$ cat config.mk
export PLATFORM = sky130hd
export DESIGN_NAME = lsfm_rem_unit
export DESIGN_NICKNAME = d
export VERILOG_FILES = /design/src/rtl/core/lsfm_pkg.sv /design/src/rtl/core/lsfm_rem_unit.sv
export SDC_FILE = /design/constraint.sdc
export NUM_CORES = 1
export LEC_CHECK = 0
export BUFFER_PORTS_ARGS = -buffer_cell sky130_fd_sc_hd__buf_4
export CAP_MARGIN = 15
export CORE_MARGIN = 1.5
export CORE_UTILIZATION = 40
export DETAILED_ROUTE_END_ITERATION = 10
export GPL_TIMING_DRIVEN = 0
export SLEW_MARGIN = 20
export SYNTH_ARGS = -nofsm -noshare
export SYNTH_HDL_FRONTEND = slang
export SYNTH_SLANG_ARGS = --single-unit
$ cat constraint.sdc
create_clock -name clk -period 2.8 [get_ports clk]
set_clock_uncertainty 0.1 [all_clocks]
set_input_delay 0.56 -clock clk [delete_from_list [all_inputs] [get_ports clk]]
set_output_delay 0.56 -clock clk [all_outputs]
set_load 0.02 [all_outputs]
$ cat src/rtl/core/lsfm_pkg.sv
// lsfm_pkg: shared types and constants for the looped sample fetch and mix block
// used by lsfm_rem_unit and looped_sample_fetch_mix; no dependencies
package lsfm_pkg;

  localparam int POS_W = 32;
  localparam int CFG_W = 16;
  localparam int CIDX_W = 3;
  localparam int LEN_W = 15;   // doubled ping-pong loop length and loop end fit here

  localparam logic [1:0] MODE_NONE = 2'd0;
  localparam logic [1:0] MODE_FWD  = 2'd1;
  localparam logic [1:0] MODE_PING = 2'd2;

  localparam logic OP_WRITE = 1'b0;
  localparam logic OP_MIX   = 1'b1;

  localparam logic [CIDX_W-1:0] CFG_LOOP_MODE     = 3'd0;
  localparam logic [CIDX_W-1:0] CFG_LOOP_START    = 3'd1;
  localparam logic [CIDX_W-1:0] CFG_LOOP_END      = 3'd2;
  localparam logic [CIDX_W-1:0] CFG_SAMPLE_LENGTH = 3'd3;
  localparam logic [CIDX_W-1:0] CFG_GAIN_LEFT     = 3'd4;
  localparam logic [CIDX_W-1:0] CFG_GAIN_RIGHT    = 3'd5;
  localparam logic [CIDX_W-1:0] CFG_GAIN_SHIFT    = 3'd6;

  typedef enum logic [8:0] {
    ST_IDLE  = 9'b000000001,
    ST_WRAP  = 9'b000000010,
    ST_DIV   = 9'b000000100,
    ST_INDEX = 9'b000001000,
    ST_READ  = 9'b000010000,
    ST_MUL_L = 9'b000100000,
    ST_MUL_R = 9'b001000000,
    ST_ADD_R = 9'b010000000,
    ST_DONE  = 9'b100000000
  } state_t;

  typedef struct packed {
    logic busy;
    logic done;
  } rem_status_t;

endpackage

$ cat src/rtl/core/lsfm_rem_unit.sv
// lsfm_rem_unit: iterative remainder of a 32-bit position offset by the loop length
// one restoring step per cycle on a shared subtractor; uses lsfm_pkg
module lsfm_rem_unit (
  input  logic                        clk,
  input  logic                        rst,
  input  logic                        start,
  input  logic [lsfm_pkg::POS_W-1:0]  dividend,
  input  logic [lsfm_pkg::LEN_W-1:0]  divisor,
  output lsfm_pkg::rem_status_t       status,
  output logic [lsfm_pkg::LEN_W-1:0]  remainder
);
  import lsfm_pkg::*;

  logic                busy;
  logic                done;
  logic [4:0]          cnt;
  logic [POS_W-1:0]    dq;
  logic [LEN_W-1:0]    rem;
  logic [LEN_W-1:0]    dvs;
  logic [LEN_W:0]      rem_ext;
  logic [LEN_W+1:0]    trial;
  logic                short_path;

  assign rem_ext    = {rem, dq[POS_W-1]};
  assign trial      = {1'b0, rem_ext} - {2'b00, dvs};
  assign short_path = dividend < {{(POS_W-LEN_W){1'b0}}, divisor};

  always_ff @(posedge clk) begin
    if (rst) begin
      busy <= 1'b0;
      done <= 1'b0;
      cnt  <= '0;
    end else begin
      done <= 1'b0;
      if (start) begin
        cnt <= '0;
        if (short_path) begin
          done <= 1'b1;
        end else begin
          busy <= 1'b1;
        end
      end else if (busy) begin
        cnt <= cnt + 5'd1;
        if (cnt == 5'd31) begin
          busy <= 1'b0;
          done <= 1'b1;
        end
      end
    end
  end

  always_ff @(posedge clk) begin
    if (start) begin
      dvs <= divisor;
      dq  <= dividend;
      rem <= short_path ? dividend[LEN_W-1:0] : '0;
    end else if (busy) begin
      dq <= {dq[POS_W-2:0], 1'b0};
      // keep the trial difference unless it went negative
      rem <= trial[LEN_W+1] ? rem_ext[LEN_W-1:0] : trial[LEN_W-1:0];
    end
  end

  assign status    = '{busy: busy, done: done};
  assign remainder = rem;

  a_rem_below_divisor: assert property (@(posedge clk) disable iff (rst)
    done |-> (rem < dvs))
    else $error("remainder not below loop length");

  a_no_start_while_busy: assert property (@(posedge clk) disable iff (rst)
    busy |-> !start)
    else $error("remainder unit restarted while busy");

  a_busy_then_done: assert property (@(posedge clk) disable iff (rst)
    (busy && cnt == 5'd31) |=> (done && !busy))
    else $error("remainder unit did not finish after last step");

endmodule

==> out/results.ini, run 1 <==
[outcome]
outcome=complete, no violations

[synthesis]
synth.yosys.seq_area_share_pct=49.5
synth_seq_cells=69
synth_fp_nets=418
yosys_most_used_dff=sky130_fd_sc_hd__edfxtp_1
synth-warning-count=0
yosysUniqueCellTypes=58
synth_top_cells_by_area=sky130_fd_sc_hd__edfxtp_1 46%, sky130_fd_sc_hd__ha_1 9.6%, sky130_fd_sc_hd__mux2_2 7.0%, sky130_fd_sc_hd__inv_1 3.5%, sky130_fd_sc_hd__dfxtp_1 3.5%
ys_async_sr_fraction_pct=0
synth_area_um2=4050
postSynthCellCount=336
post-synth-top-area-cell=sky130_fd_sc_hd__edfxtp_1
synthesis.area_per_instance_um2=12.0
top_area_cell_type_share_of_the_netlist_area_pct=46.0
synth_edf_count=62

[sta]
worst-slew-pin-transition_ns=0.688
fmax_mhz=363
timing.final.crit_share_pct=98.3
setup-violations-final=0
relSlewSlack_pct=54.1
number_of_slew_limit_violations_in_the_final_report=0
timing_hold_violations_final=0
time_the_final_worst_path_needs_with_i_o_delays_and_setup_ns=2.75
setup-tns-final_ns=0
rsz0062_at_grt=yes

[floorplanning]
rows=36
die_w_um=104
io_pins=67
die_area_um2=10700
die-height_um=104
core_region_area_um2=9770
initial_core_util_pct=41.4

[setup_path]
critPathRequiredTime_ns=2.80
cp-end-kind=register
critical_path_class=reg -> reg
crit_path_max_fo=10
worst_setup_path_start_kind=register
critPathArrivalTime_ns=2.75

[pwr]
share_of_total_power_consumed_by_net_switching_pct=35.2
internal_power_mw=2.69
power_frac_clock_pct=22.7
power_frac_seq_pct=35.7
finalPower_mw=4.15
p_comb_share_pct=41.6
static-leakage-power_nw=2.17
switching_power_mw=1.46
power.density_cell_area_nw_per_um2=837
vdd_drop_max_uv=275

[cts]
root_buffer=sky130_fd_sc_hd__clkbuf_8
tritoncts=built
htree_levels=3
tritoncts_num_sinks=69
clkSlewWorstSetupHoldPaths_ns=0.09
holdBufCountCts=0
insertion_delay_ns=0.34
maximum_root_to_sink_buffer_count=2
tritoncts.num_buffers=9

[global_route]
antenna_found_initial=0
grt_pass1_vias=2990
globalRouteOverflowTotal=0
groute.usage.overall_pct=17.8
grt_pass1_wl_um=15000
maximum_number_of_pins_on_one_net_before_global_route_repair=48

[final_layout]
finalNetCount=496
antennaDiodeCount=0
post-route-util_pct=50.8
layout-area-overhead-vs-synth_pct=22.7
share_of_cells_above_drive_strength_1_pct=32.9

[route]
drt-vias-per-instance=5.19
drt-initial-drc-count=103
totalWireLength_um=8990
drc_violation_count_after_routing=0
drt-wirelength-per-cell_um=16.3
routed-via-count=2863
dr.pass1.iters=4
route.antenna.remaining_nets=0

[placed_design]
place_congestion=0.822
io_buffer_count=66
post-dp-hpwl_um=6700

[job]
maxCapViolations=0

[min_path]
holdCritPathClass=in -> reg

final timing paths:
path / from / endpoint / slack (ns) / cells past startpoint
max reg2reg: dq[31] / remainder[12] / 0.05 / 10
max: dq[31] / remainder[12] / 0.05 / 10
min reg2reg: cnt[4] / cnt[4] / 0.44 / 2
min: divisor[5] / dvs[5] / 0.29 / 1
registers in the layout (all words and copies together), names as in the netlist:
register	cells
done	1
remainder	15
busy	1
dvs	15
cnt	5
dq	32
critical path: stages (launching register included):
cell and delay (ns):
sky130_fd_sc_hd__edfxtp_1 0.39, sky130_fd_sc_hd__inv_1 0.07, sky130_fd_sc_hd__ha_2 0.18, sky130_fd_sc_hd__inv_2 0.04
sky130_fd_sc_hd__fa_2 0.36, sky130_fd_sc_hd__a211oi_4 0.24, sky130_fd_sc_hd__o211ai_2 0.15, sky130_fd_sc_hd__and4bb_4 0.25
sky130_fd_sc_hd__o21a_4 0.23, sky130_fd_sc_hd__buf_8 0.15, sky130_fd_sc_hd__a221o_2 0.33
power groups by stage:
stage                     Sequential, mW  Combinational [mW]  Clock, mW
after floorplan                     1.60                1.09          0
after global placement              1.50                1.67          0
after detailed placement            1.51                1.68          0
after CTS                           1.49                1.70      0.955
after global routing                1.51                1.89      0.993
final                               1.48                1.73      0.944
routing by layer:
layer  track usage, %  routed length [um]  vias to the layer above
li1                 -                   -                     1413
met1             23.3                4190                     1388
met2             29.4                4380                       48
met3             3.34                 265                       14
met4             6.45                 155                        0
met5                0                   0                        -
per-stage QoR:
step / setup WS (ns) / std cells / hold WS, ns / cell area [um^2]
after floorplan: 0.199 / 336 / 0.398 / 4050
after global placement: -0.379 / 535 / 0.412 / 4710
after detailed placement: -0.0226 / 535 / 0.423 / 4710
after CTS: 0.0103 / 552 / 0.285 / 4950
after global routing: -0.0543 / 552 / 0.276 / 4960
final: 0.0489 / 552 / 0.294 / 4960
cells by family after synthesis:
| group | count (synthesis) | synth area share, % |
|---|---|---|
| AO/OA/AOI/OAI | 80 | 15.5 |
| XOR/XNOR | 15 | 3.25 |
| flip-flops | 69 | 49.5 |
| AND/OR/NAND/NOR | 64 | 9.21 |
| adder cells (fa/ha/maj) | 32 | 10.1 |
| multiplexers | 27 | 7.45 |
| buffers and inverters | 49 | 5.10 |
what timing repair did:
item,CTS,global route
pin swaps,1,1
gates resized for setup,1,4
setup endpoints to repair,9,12
buffers inserted,1,0
layout by cell type, fill, tap and decap left out, drive strengths merged, types with 11 or more instances in the layout:
master / n
o21ai: 15
inv: 41
a21o: 12
buf: 74
clkbuf: 13
edfxtp: 62
ha: 31
nand2: 19
nor2: 11
mux2: 25
a21oi: 12
cells in the mapped netlist, types with 3 or more instances:
library cell and n:
sky130_fd_sc_hd__edfxtp_1 62, sky130_fd_sc_hd__buf_1 3, sky130_fd_sc_hd__nor2b_1 4, sky130_fd_sc_hd__o211ai_1 3
sky130_fd_sc_hd__a22o_2 3, sky130_fd_sc_hd__inv_1 38, sky130_fd_sc_hd__ha_1 31, sky130_fd_sc_hd__nor4_1 3
sky130_fd_sc_hd__clkbuf_1 4, sky130_fd_sc_hd__a221o_2 5, sky130_fd_sc_hd__a221o_1 3, sky130_fd_sc_hd__a21o_1 11
sky130_fd_sc_hd__mux2_2 25, sky130_fd_sc_hd__o21ai_0 14, sky130_fd_sc_hd__dfxtp_1 7, sky130_fd_sc_hd__nor3_1 7
sky130_fd_sc_hd__nand3_1 3, sky130_fd_sc_hd__xnor2_1 8, sky130_fd_sc_hd__a22o_1 3, sky130_fd_sc_hd__nand4_1 4
sky130_fd_sc_hd__nor2_1 10, sky130_fd_sc_hd__a21oi_1 12, sky130_fd_sc_hd__nand2_1 19, sky130_fd_sc_hd__and2_1 3
sky130_fd_sc_hd__xor2_1 7, sky130_fd_sc_hd__a211oi_1 6
area by class of cell:
class,count,area [um^2]
Fill cell,907,4810
Sequential cell,69,2000
Multi-Input combinational cell,218,1850
Timing Repair Buffer,67,503
Tap cell,133,166
Inverter,38,143
Clock buffer,9,124
Clock inverter,7,105
Buffer,11,67.6
Note: power is estimated with default switching activity, not from simulation.
==> run 2, diff against run 1 <==
- REMOVE_ABC_BUFFERS: unset -> 1
==> run 2 against run 1 <==
Routed wire length down 2.0%. Setup slack better by 0.0023 ns. Critical path type unchanged. Via count decreased by 0.63%. Highest routed layer unchanged. Sequential cell count did not move.
==> out/results.ini, run 2 (same netlist as run 1, synthesis figures left out) <==
[outcome]
outcome=complete, no violations

[global_route]
antenna_found_initial=0  ; unchanged
grt_pass1_vias=2938  ; -1.7%
maximum_number_of_pins_on_one_net_before_global_route_repair=63  ; +31%
grt_pass1_wl_um=14400  ; -3.5%
groute.usage.overall_pct=17.3  ; -0.49 points
globalRouteOverflowTotal=0  ; unchanged

[final_layout]
final_cell_count_no_fill=548  ; -0.72%
share_of_cells_above_drive_strength_1_pct=34.2  ; +1.3 points
mostFrequentLayoutCells=72 x sky130_fd_sc_hd__buf_4, 62 x sky130_fd_sc_hd__edfxtp_1, 37 x sky130_fd_sc_hd__inv_1, 30 x sky130_fd_sc_hd__ha_1, 25 x sky130_fd_sc_hd__mux2_2
finalNetCount=492  ; -0.81%
final_design_instance_area_without_fill_um2=4890  ; -1.5%
final.fill_count=886  ; -2.3%
layout-area-overhead-vs-synth_pct=20.9
antennaDiodeCount=0  ; unchanged
top_register=dq
layout_commonest_cell=sky130_fd_sc_hd__buf_4
largest_reg_flops=32  ; unchanged

[cts]
insertion_delay_ns=0.35  ; about the same
tritoncts_num_sinks=69  ; unchanged
tritoncts=built
root_buffer=sky130_fd_sc_hd__clkbuf_8
holdBufCountCts=0  ; unchanged
tritoncts.num_buffers=9  ; unchanged
maximum_root_to_sink_buffer_count=2  ; unchanged
clkSlewWorstSetupHoldPaths_ns=0.08  ; about the same
htree_levels=3  ; unchanged

[min_path]
holdCritPathClass=in -> reg

[route]
drc_violation_count_after_routing=0  ; unchanged
drt-wirelength-per-cell_um=16.1  ; -1.3%
drt-vias-per-instance=5.19  ; about the same
dr.pass1.iters=4  ; unchanged
drt-initial-drc-count=93  ; -9.7%
totalWireLength_um=8800  ; -2.0%
routed-via-count=2845  ; -0.63%
route.antenna.remaining_nets=0  ; unchanged

[floorplanning]
die-height_um=104  ; unchanged
die_area_um2=10700  ; unchanged
rows=36  ; unchanged
io_pins=67  ; unchanged
initial_core_util_pct=41.4  ; unchanged
die_w_um=104  ; unchanged
core_region_area_um2=9770  ; unchanged

[setup_path]
worst_setup_path_start_kind=register
cp_slowest_stage_delay_ns=0.43  ; +0.04 ns
cpMaxStageDelayCell=sky130_fd_sc_hd__edfxtp_1
crit_path_max_fo=3  ; -7
timing.critical_path.cells=inv_1 > ha_2 > inv_2 > fa_2 > a211oi_2 > o211ai_2 > buf_4 > a41oi_1 > xnor2_1 > a221o_2
critPathArrivalTime_ns=2.75  ; about the same
critPathRequiredTime_ns=2.80  ; about the same
critical_path_class=reg -> reg
cp-end-kind=register

[sta]
worst-slew-pin-transition_ns=0.718  ; +0.0291 ns
relSlewSlack_pct=52.2  ; -1.9 points
time_the_final_worst_path_needs_with_i_o_delays_and_setup_ns=2.75  ; -0.00230 ns
rsz0062_at_grt=yes
fmax_mhz=364  ; about the same
fin_hold_ws_ns=0.291  ; -0.00301 ns
timing_hold_violations_final=0  ; unchanged
number_of_slew_limit_violations_in_the_final_report=0  ; unchanged
final_critical_path_setup_slack_ns=0.0512  ; +0.00230 ns
setup-violations-final=0  ; unchanged
timing.final.crit_share_pct=98.2  ; about the same
setup-tns-final_ns=0  ; unchanged

[job]
maxCapViolations=0  ; unchanged

[pwr]
power.density_cell_area_nw_per_um2=800  ; -4.3%
vdd_drop_max_uv=309  ; +12%
static-leakage-power_nw=2.15  ; -1.1%

[placed_design]
placed_cells_incl_taps=524  ; -2.1%
place_congestion=0.867  ; +5.4%
post-dp-hpwl_um=6220  ; -7.2%
placedInstanceArea_um2=4650  ; -1.4%
dp_slack_ns=-0.141  ; -0.118 ns
io_buffer_count=66  ; unchanged

[run 2: cell types whose count changed in the layout (fill, tap and decap cells not counted), moves of 2 or more]
cell,previous run,this run
sky130_fd_sc_hd__and2_4,0,2
sky130_fd_sc_hd__clkinv_2,0,4
sky130_fd_sc_hd__inv_6,2,0
sky130_fd_sc_hd__buf_1,3,0
sky130_fd_sc_hd__bufinv_16,2,0
sky130_fd_sc_hd__clkbuf_1,4,2
sky130_fd_sc_hd__buf_4,69,72
[run 2: per-layer routing]
metal / share of wire [%] / up-vias / track usage (%) / routed length (um)
met5: 0 / - / 0 / 0
met2: 49 / 58 / 28.5 / 4320
li1: - / 1405 / - / -
met3: 3.5 / 13 / 4.28 / 310
met4: 1.8 / 0 / 7.24 / 158
met1: 46 / 1369 / 21.6 / 4010
[run 2: layout make-up]
| cell class | count | area, um^2 | area share, % |
|---|---|---|---|
| timing repair buffer | 73 | 552 | 11.3 |
| clock inverter | 5 | 27.5 | 0.563 |
| multi-input combinational | 219 | 1870 | 38.2 |
| tap | 133 | 166 | 3.40 |
| clock buffer | 11 | 131 | 2.69 |
| inverter | 38 | 143 | 2.92 |
| sequential | 69 | 2000 | 40.9 |
[run 2: worst paths after layout]
| kind | slack (ns) | to | cells after the start | start |
|---|---|---|---|---|
| min | 0.29 | dvs[14] | 1 | divisor[14] |
| max | 0.05 | remainder[12] | 10 | dq[31] |
| min reg2reg | 0.43 | cnt[4] | 2 | cnt[4] |
| max reg2reg | 0.05 | remainder[12] | 10 | dq[31] |
[run 2: metrics by stage]
| step | util [%] | power [mW] |
|---|---|---|
| floorplan | - | 2.65 |
| global placement | 47.5 | 3.13 |
| detailed placement | 47.6 | 3.13 |
| CTS | 49.9 | 3.90 |
| global route | 50.1 | 4.17 |
| finish | 50.1 | 3.92 |
[run 2: timing repair]
action	4_1_cts	5_1_grt
endpoints found under the setup margin	15	15
pin swaps	5	3
buffers inserted	7	0
gates cloned	1	0
resized for setup	3	6
endpoints found under the hold margin	0	0
[run 2: power by group]
part / internal, mW / switching [mW] / total [mW]
logic: 0.828 / 0.900 / 1.73
clock network: 0.316 / 0.383 / 0.699
registers: 1.36 / 0.125 / 1.49
[run 2: worst max-delay path, delay by kind of cell, from the launching register on]
| family | cells | cell delay [ns] |
|---|---|---|
| compound gates | 4 | 1.05 |
| xor+xnor | 1 | 0.12 |
| fa+ha+maj | 2 | 0.54 |
| buf+inv | 3 | 0.28 |
| flops | 1 | 0.43 |
